**src/rtl/dhm_pkg.sv**
```systemverilog
// Types and constants shared by the device heartbeat monitor.
package dhm_pkg;

  localparam int unsigned TimeW = 32;
  localparam int unsigned LimW  = 16;
  localparam int unsigned DevW  = 3;
  localparam int unsigned MaskW = 6;
  localparam int unsigned DispW = 3;
  localparam int unsigned CfgAddrW = 3;

  // Item kinds carried in tuser
  typedef enum logic [0:0] {
    CMD_BEAT = 1'b0,
    CMD_SCAN = 1'b1
  } dhm_cmd_e;

  // Configuration register indexes
  typedef enum logic [CfgAddrW-1:0] {
    REG_REMOTE_OFF = 3'd0,
    REG_REMOTE_ON  = 3'd1,
    REG_BUS_OFF    = 3'd2,
    REG_BUS_ON     = 3'd3,
    REG_MOTOR_OFF  = 3'd4,
    REG_MOTOR_ON   = 3'd5,
    REG_ENABLE     = 3'd6
  } dhm_reg_e;

  localparam logic [LimW-1:0]  RemoteOffRst = 16'd800;
  localparam logic [LimW-1:0]  RemoteOnRst  = 16'd100;
  localparam logic [LimW-1:0]  BusOffRst    = 16'd30;
  localparam logic [LimW-1:0]  BusOnRst     = 16'd40;
  localparam logic [LimW-1:0]  MotorOffRst  = 16'd10;
  localparam logic [LimW-1:0]  MotorOnRst   = 16'd10;
  localparam logic [MaskW-1:0] EnableRst    = 6'h3f;

  // Per-device watchdog state
  typedef struct packed {
    logic [TimeW-1:0] newest;
    logic [TimeW-1:0] previous;
    logic [TimeW-1:0] online;
    logic             lost;
    logic             err;
    logic             data_err;
  } dhm_chan_t;

  // Per-device item outcome
  typedef struct packed {
    logic             timed_out;
    logic [TimeW-1:0] period;
  } dhm_res_t;

endpackage

```
**src/rtl/dhm_chan.sv**
```systemverilog
// Next-state logic of one watched device for one heartbeat or scan item.
module dhm_chan (
  input  dhm_pkg::dhm_chan_t           state_i,
  input  logic                         beat_hit_i,
  input  logic                         scan_i,
  input  logic                         enable_i,
  input  logic [dhm_pkg::TimeW-1:0]    now_i,
  input  logic [dhm_pkg::LimW-1:0]     offline_i,
  input  logic [dhm_pkg::LimW-1:0]     online_i,
  output dhm_pkg::dhm_chan_t           state_o,
  output dhm_pkg::dhm_res_t            res_o
);
  import dhm_pkg::*;

  logic [TimeW-1:0] since_beat;
  logic [TimeW-1:0] since_online;
  logic             silent;
  logic             settling;

  assign since_beat   = now_i - state_i.newest;
  assign since_online = now_i - state_i.online;
  assign silent       = since_beat > TimeW'(offline_i);
  assign settling     = since_online < TimeW'(online_i);

  always_comb begin
    state_o       = state_i;
    res_o.timed_out = 1'b0;
    res_o.period  = '0;
    if (beat_hit_i) begin
      state_o.previous = state_i.newest;
      state_o.newest   = now_i;
      state_o.data_err = 1'b0;
      res_o.period     = since_beat;
      if (state_i.lost) begin
        state_o.lost   = 1'b0;
        state_o.online = now_i;
      end
    end else if (scan_i && enable_i) begin
      if (silent) begin
        res_o.timed_out = 1'b1;
        // a device already in error keeps its flags as they are
        if (!state_i.err) begin
          state_o.lost = 1'b1;
          state_o.err  = 1'b1;
        end
      end else if (settling) begin
        state_o.lost = 1'b0;
        state_o.err  = 1'b1;
      end else begin
        state_o.lost = 1'b0;
        state_o.err  = state_i.data_err;
      end
    end
  end

endmodule

```
**src/rtl/device_heartbeat_monitor.sv**
```systemverilog
// Multi-device heartbeat watchdog with stream input and output.
// Each accepted item passes through the input register and then the output register, which holds its result.
// Throughput: one item per cycle while the output is not stalled; every device lane
// is evaluated in parallel between the input register and the result register.
// Reset: all beat times zero, every device lost and in error, config at defaults.
module device_heartbeat_monitor #(
  parameter int unsigned DEVICES = 6
) (
  input  logic                          clk_i,
  input  logic                          rst_ni,
  // config write port
  input  logic                          cfg_we_i,
  input  logic [dhm_pkg::CfgAddrW-1:0]  cfg_addr_i,
  input  logic [dhm_pkg::LimW-1:0]      cfg_wdata_i,
  // input items
  input  logic                          s_axis_tvalid,
  output logic                          s_axis_tready,
  input  logic [39:0]                   s_axis_tdata,  // device[2:0], time_now[34:3], zero pad
  input  logic [0:0]                    s_axis_tuser,  // command[0]
  // result items
  output logic                          m_axis_tvalid,
  input  logic                          m_axis_tready,
  // lost_mask[5:0], error_mask[11:6], any_lost[12], display_device[15:13],
  // remote_lost[16], period[48:17], zero pad
  output logic [55:0]                   m_axis_tdata
);
  import dhm_pkg::*;

  localparam int unsigned IdxW = $clog2(DEVICES + 1);

  // configuration
  logic [LimW-1:0]  remote_off_q, remote_on_q, bus_off_q, bus_on_q;
  logic [LimW-1:0]  motor_off_q, motor_on_q;
  logic [MaskW-1:0] enable_q;

  always_ff @(posedge clk_i or negedge rst_ni) begin
    if (!rst_ni) begin
      remote_off_q <= RemoteOffRst;
      remote_on_q  <= RemoteOnRst;
      bus_off_q    <= BusOffRst;
      bus_on_q     <= BusOnRst;
      motor_off_q  <= MotorOffRst;
      motor_on_q   <= MotorOnRst;
      enable_q     <= EnableRst;
    end else if (cfg_we_i) begin
      case (dhm_reg_e'(cfg_addr_i))
        REG_REMOTE_OFF: remote_off_q <= cfg_wdata_i;
        REG_REMOTE_ON:  remote_on_q  <= cfg_wdata_i;
        REG_BUS_OFF:    bus_off_q    <= cfg_wdata_i;
        REG_BUS_ON:     bus_on_q     <= cfg_wdata_i;
        REG_MOTOR_OFF:  motor_off_q  <= cfg_wdata_i;
        REG_MOTOR_ON:   motor_on_q   <= cfg_wdata_i;
        REG_ENABLE:     enable_q     <= cfg_wdata_i[MaskW-1:0];
        default: ;
      endcase
    end
  end

  // input register
  logic             in_valid_q;
  dhm_cmd_e         cmd_q;
  logic [DevW-1:0]  dev_q;
  logic [TimeW-1:0] now_q;
  logic             advance;
  logic             out_valid_q;
  logic [55:0]      out_data_q;
  logic [55:0]      out_data_d;

  assign advance       = in_valid_q && (!out_valid_q || m_axis_tready);
  assign s_axis_tready = !in_valid_q || advance;

  always_ff @(posedge clk_i or negedge rst_ni) begin
    if (!rst_ni) begin
      in_valid_q <= 1'b0;
    end else if (s_axis_tready) begin
      in_valid_q <= s_axis_tvalid;
    end
  end

  always_ff @(posedge clk_i) begin
    if (s_axis_tvalid && s_axis_tready) begin
      cmd_q <= dhm_cmd_e'(s_axis_tuser[0]);
      dev_q <= s_axis_tdata[DevW-1:0];
      now_q <= s_axis_tdata[DevW +: TimeW];
    end
  end

  // device lanes
  dhm_chan_t        chan_q [DEVICES];
  dhm_chan_t        chan_d [DEVICES];
  dhm_res_t         res    [DEVICES];

  for (genvar g = 0; g < DEVICES; g++) begin : g_lane
    logic            enable;
    logic [LimW-1:0] off_lim;
    logic [LimW-1:0] on_lim;
    logic            hit;

    if (g < MaskW) begin : g_mask
      assign enable = enable_q[g];
    end else begin : g_always
      assign enable = 1'b1;
    end

    if (g == 0) begin : g_remote
      assign off_lim = remote_off_q;
      assign on_lim  = remote_on_q;
    end else if (g == 1) begin : g_bus
      assign off_lim = bus_off_q;
      assign on_lim  = bus_on_q;
    end else begin : g_motor
      assign off_lim = motor_off_q;
      assign on_lim  = motor_on_q;
    end

    assign hit = (cmd_q == CMD_BEAT) && (32'(dev_q) == g);

    dhm_chan u_chan (
      .state_i    (chan_q[g]),
      .beat_hit_i (hit),
      .scan_i     (cmd_q == CMD_SCAN),
      .enable_i   (enable),
      .now_i      (now_q),
      .offline_i  (off_lim),
      .online_i   (on_lim),
      .state_o    (chan_d[g]),
      .res_o      (res[g])
    );

    always_ff @(posedge clk_i or negedge rst_ni) begin
      if (!rst_ni) begin
        chan_q[g] <= '{newest: '0, previous: '0, online: '0,
                       lost: 1'b1, err: 1'b1, data_err: 1'b1};
      end else if (advance) begin
        chan_q[g] <= chan_d[g];
      end
    end
  end

  // result assembly
  logic [MaskW-1:0] lost_mask, err_mask;
  logic             any_lost;
  logic [IdxW-1:0]  disp;
  logic [TimeW-1:0] period;

  always_comb begin
    lost_mask = '0;
    err_mask  = '0;
    any_lost  = 1'b0;
    disp      = IdxW'(DEVICES);
    period    = '0;
    // devices 0 and 1 outrank the motors and sit lowest, so the lowest
    // timed-out index is the one to display
    for (int i = DEVICES - 1; i >= 0; i--) begin
      if (res[i].timed_out) begin
        disp     = IdxW'(i);
        any_lost = 1'b1;
      end
      period = period | res[i].period;
    end
    for (int i = 0; i < DEVICES && i < MaskW; i++) begin
      lost_mask[i] = chan_d[i].lost;
      err_mask[i]  = chan_d[i].err;
    end
    out_data_d = {7'd0, period, chan_d[0].lost, DispW'(disp), any_lost, err_mask, lost_mask};
  end

  always_ff @(posedge clk_i or negedge rst_ni) begin
    if (!rst_ni) begin
      out_valid_q <= 1'b0;
    end else if (advance) begin
      out_valid_q <= 1'b1;
    end else if (m_axis_tready) begin
      out_valid_q <= 1'b0;
    end
  end

  always_ff @(posedge clk_i) begin
    if (advance) begin
      out_data_q <= out_data_d;
    end
  end

  assign m_axis_tvalid = out_valid_q;
  assign m_axis_tdata  = out_data_q;

endmodule
```
**config.mk**
```make
export PLATFORM = sky130hd
export DESIGN_NAME = device_heartbeat_monitor
export DESIGN_NICKNAME = d
export VERILOG_FILES = /design/src/rtl/dhm_pkg.sv /design/src/rtl/dhm_chan.sv /design/src/rtl/device_heartbeat_monitor.sv
export SDC_FILE = /design/constraint.sdc
export NUM_CORES = 2
export LEC_CHECK = 0
export BUFFER_PORTS_ARGS = -buffer_cell sky130_fd_sc_hd__buf_2
export CAP_MARGIN = 40
export CORE_ASPECT_RATIO = 1.25
export CORE_MARGIN = 10
export CORE_UTILIZATION = 55
export DETAILED_ROUTE_END_ITERATION = 16
export PLACE_DENSITY = 0.72
export SYNTH_ARGS = -nofsm -noshare
export SYNTH_HDL_FRONTEND = slang
export SYNTH_SLANG_ARGS = --single-unit
```
**constraint.sdc**
```tcl
create_clock -name clk_i -period 9.2 [get_ports clk_i]
set_input_delay 0.92 -clock clk_i [delete_from_list [all_inputs] [get_ports clk_i]]
set_output_delay 0.92 -clock clk_i [all_outputs]
set_load 0.05 [all_outputs]
```
==> reports/qor.yml <==
status: "finished, final reports clean"
critical_path_class: "reg2reg"
synthFlopType: "dfrtp_1"
first_global_vias: 43520
wl_um: 161900
grt_pass1_wl_um: 245500
die_w_um: 289.7
cp_max_fo: 10
post_cts_buffers: 0
cts_tree: "built"
final_area_sq_um: 54440
layout-drive-gt1-share: 0.1448
finalClockSkew_ns: 0.03406
yosysUniqueCellTypes: 108
endpoint_kind: "flip-flop"
max_slew.worst_pin.slew_ns: 0.9679
regArea_sq_um: 15230
area_growth_pct: 8.854
synth_edf_count: 84
start_util: 0.5545
power.total_mw: 15.29
overflow: 0
ys_async_sr_fraction: 0.8576
clk_path_buf_depth: 3
ios: 123
cts_buffers: 69
wl_per_cell_um: 23.22
required_ns: 9.56
antenna_found_initial: 3
cap_violations: 0
clock_latency_ns: 0.65
nets: 6361
grtUsageTotal: 0.3064
first_iter_violations: 2950
ir_drop_mv: 0.2066
slew_violations: 0
cts.sinks: 590
synth_top_area_frac: 0.2332
leakage_nw: 24.45
slew_headroom: 0.3503
viasPerCell: 6.269
fp.dieArea_sq_um: 103500
fin_crit_sh: 0.7520
final_cells: 6970
tns_ns: 0
avgSynthCellArea_sq_um: 8.820
rsz0062_at_grt: "no"
p_switching_mw: 6.839
dpl_cell_area_sq_um: 52080
htree_levels: 3
core_area_sq_um: 90180
cts-root-buf: "clkbuf_16"
cp.arrival_ns: 7.28
ys_seq_area_frac: 0.3046
p_int_mw: 8.454
seqPwrFrac: 0.239
place_worst_setup_slack_ns: 2.443
num_vias: 43690
hold_viol: 0
yosys.area.top_type: "dfrtp_1"
drc_errors: 0
min_path_type: "in2async"
grt_max_degree: 110
reg2reg_setup_slack_ns: 2.28
multi_input_area_sq_um: 31870
max_freq_ghz: 0.1446
crit_path_start_kind: "flip-flop"
synth_seq_cells: 590
hpwl_um: 124200
hold_buffers: 0
dp_cells: 6842
power_frac_clock: 0.189
synth_area_sq_um: 50010
die_y_um: 357.1
yosysWarnings: 0
synth.top_cells.by_area: "dfrtp_1, ha_1, mux2_2"
gp_congestion: 0.9982
io_buffers: 110
placementRows: 123
pwr-share-comb: 0.572
synthCells: 5670
switching_share: 0.4472
clk_pin_slew_worst_paths_ns: 0.06
powerDensity_nw_per_um2: 280.9
timing.final.ws_setup_ns: 2.282
finalSetupViolations: 0
nFillCells: 8089
first_pass_iters: 6
fin_crit_ns: 6.918
cts_resized: 0
ant_nets: 0
critical path: stages, from the launching register on:
cell	delay, ns
edfxtp_1	0.91
buf_4	0.36
ha_1	0.26
nor2b_1	0.14
o31a_1	0.29
o21ai_0	0.17
nand2b_1	0.10
a21o_1	0.19
a21oi_1	0.17
xnor2_1	0.17
ha_1	0.29
nand4_1	0.14
a21oi_1	0.05
a2111oi_0	0.51
nor2_1	0.13
a211oi_1	0.64
o2111ai_1	0.32
nor4_4	0.39
nand4b_1	0.38
a311oi_1	0.92
nor2_1	0.09
stage by stage:
stage | hold WS [ns] | util
finish | 0.3308 | 0.6036
global route | 0.4052 | 0.6036
CTS | 0.3755 | 0.6036
detailed placement | 0.4613 | 0.5775
global placement | 0.4594 | 0.5750
floorplan | 0.4424 | -
path summary, 6_finish.rpt:
kind,start,end,depth (start not counted)
worst max register to register,now_q[1],m_axis_tdata[7],20
worst min register to register,chan_q[495],chan_q[495],2
min in group clk_i,s_axis_tdata[14],now_q[11],1
worst min-delay path,rst_ni,chan_q[167],1
max in group asynchronous,rst_ni,chan_q[277],3
worst max-delay path,now_q[1],m_axis_tdata[7],20
area by class of cell:
type                       instances  share of cell area
antenna                            1          0.00004597
clock buffer                     102             0.03811
clock inverter                    25            0.005194
inverter                         562             0.03877
multi-input combinational       4301              0.5855
sequential                       590              0.2799
tap                             1187             0.02728
timing repair buffer             202             0.02524
power groups by stage:
stage	clock [mW]	combinational, mW	sequential (mW)
final	2.89	8.74	3.66
after global routing	3.03	9.60	3.73
after CTS	2.93	8.60	3.66
after detailed placement	0	8.53	3.70
after global placement	0	8.35	3.67
after floorplan	0	6.25	3.74
logic make-up after synthesis:
family,Yosys count,synth area share
AO/OA/AOI/OAI,1584,0.2052
XOR/XNOR,273,0.04781
adder cells (fa/ha/maj),570,0.1444
buffers and inverters,785,0.05985
flip-flops,590,0.3046
multiplexers,438,0.09800
other,1,0.00007499
AND/OR/NAND/NOR,1429,0.1400
synth_stat cells, types with 17 or more instances:
master / n
nand4_1: 99
a22oi_1: 37
a21oi_1: 433
and3_1: 35
nand2_1: 461
nor2_1: 307
nor2b_1: 55
xnor2_1: 166
xor2_1: 107
clkbuf_1: 198
o22ai_1: 20
nor3b_1: 18
or3_1: 25
and2_1: 28
a21o_1: 181
nand4b_1: 17
o21bai_1: 49
ha_1: 558
a21boi_0: 20
a31oi_1: 60
nor3_1: 87
dfrtp_1: 466
inv_1: 559
mux2i_1: 25
a211oi_1: 57
mux2_2: 412
o21a_1: 69
nand2b_1: 53
nor4_1: 32
o31ai_1: 36
dfstp_2: 40
o31a_1: 17
o21ai_1: 24
nand3_1: 131
o211ai_1: 47
o21ai_0: 319
a2111oi_0: 25
edfxtp_1: 84
cell usage in the layout (no fill, tap or decap), types with 53 or more instances in the layout:
master and n:
buf_2 110, nand2b_1 53, nor3_1 83, nor2_1 305
a21o_1 181, nand4_1 99, edfxtp_1 84, a21oi_1 433
o21a_1 69, clkbuf_16 72, a211oi_1 57, xor2_1 107
mux2_2 412, inv_1 559, nor2b_1 55, a31oi_1 60
nand2_1 461, o21ai_0 319, xnor2_1 166, dfrtp_1 466
nand3_1 127, ha_1 558, buf_4 81
state kept, by name (all words and copies together) (netlist names):
register        flops
cmd_q               1
in_valid_q          1
dev_q               3
g_lane.on_lim      32
g_lane.off_lim     32
m_axis_tvalid       1
chan_q            402
bus_off_q          16
now_q              32
m_axis_tdata       48
bus_on_q           16
enable_q            6
metal layers:
metal  vias to the layer above  GRT usage  part of all wire
met5                         -          0          0.000080
met4                         2     0.2141             0.081
met3                       504    0.04774             0.059
met2                      1423     0.5290              0.48
met1                     21090     0.3415              0.38
li1                      20680          -                 -
Power figures use the tool's default switching activity.
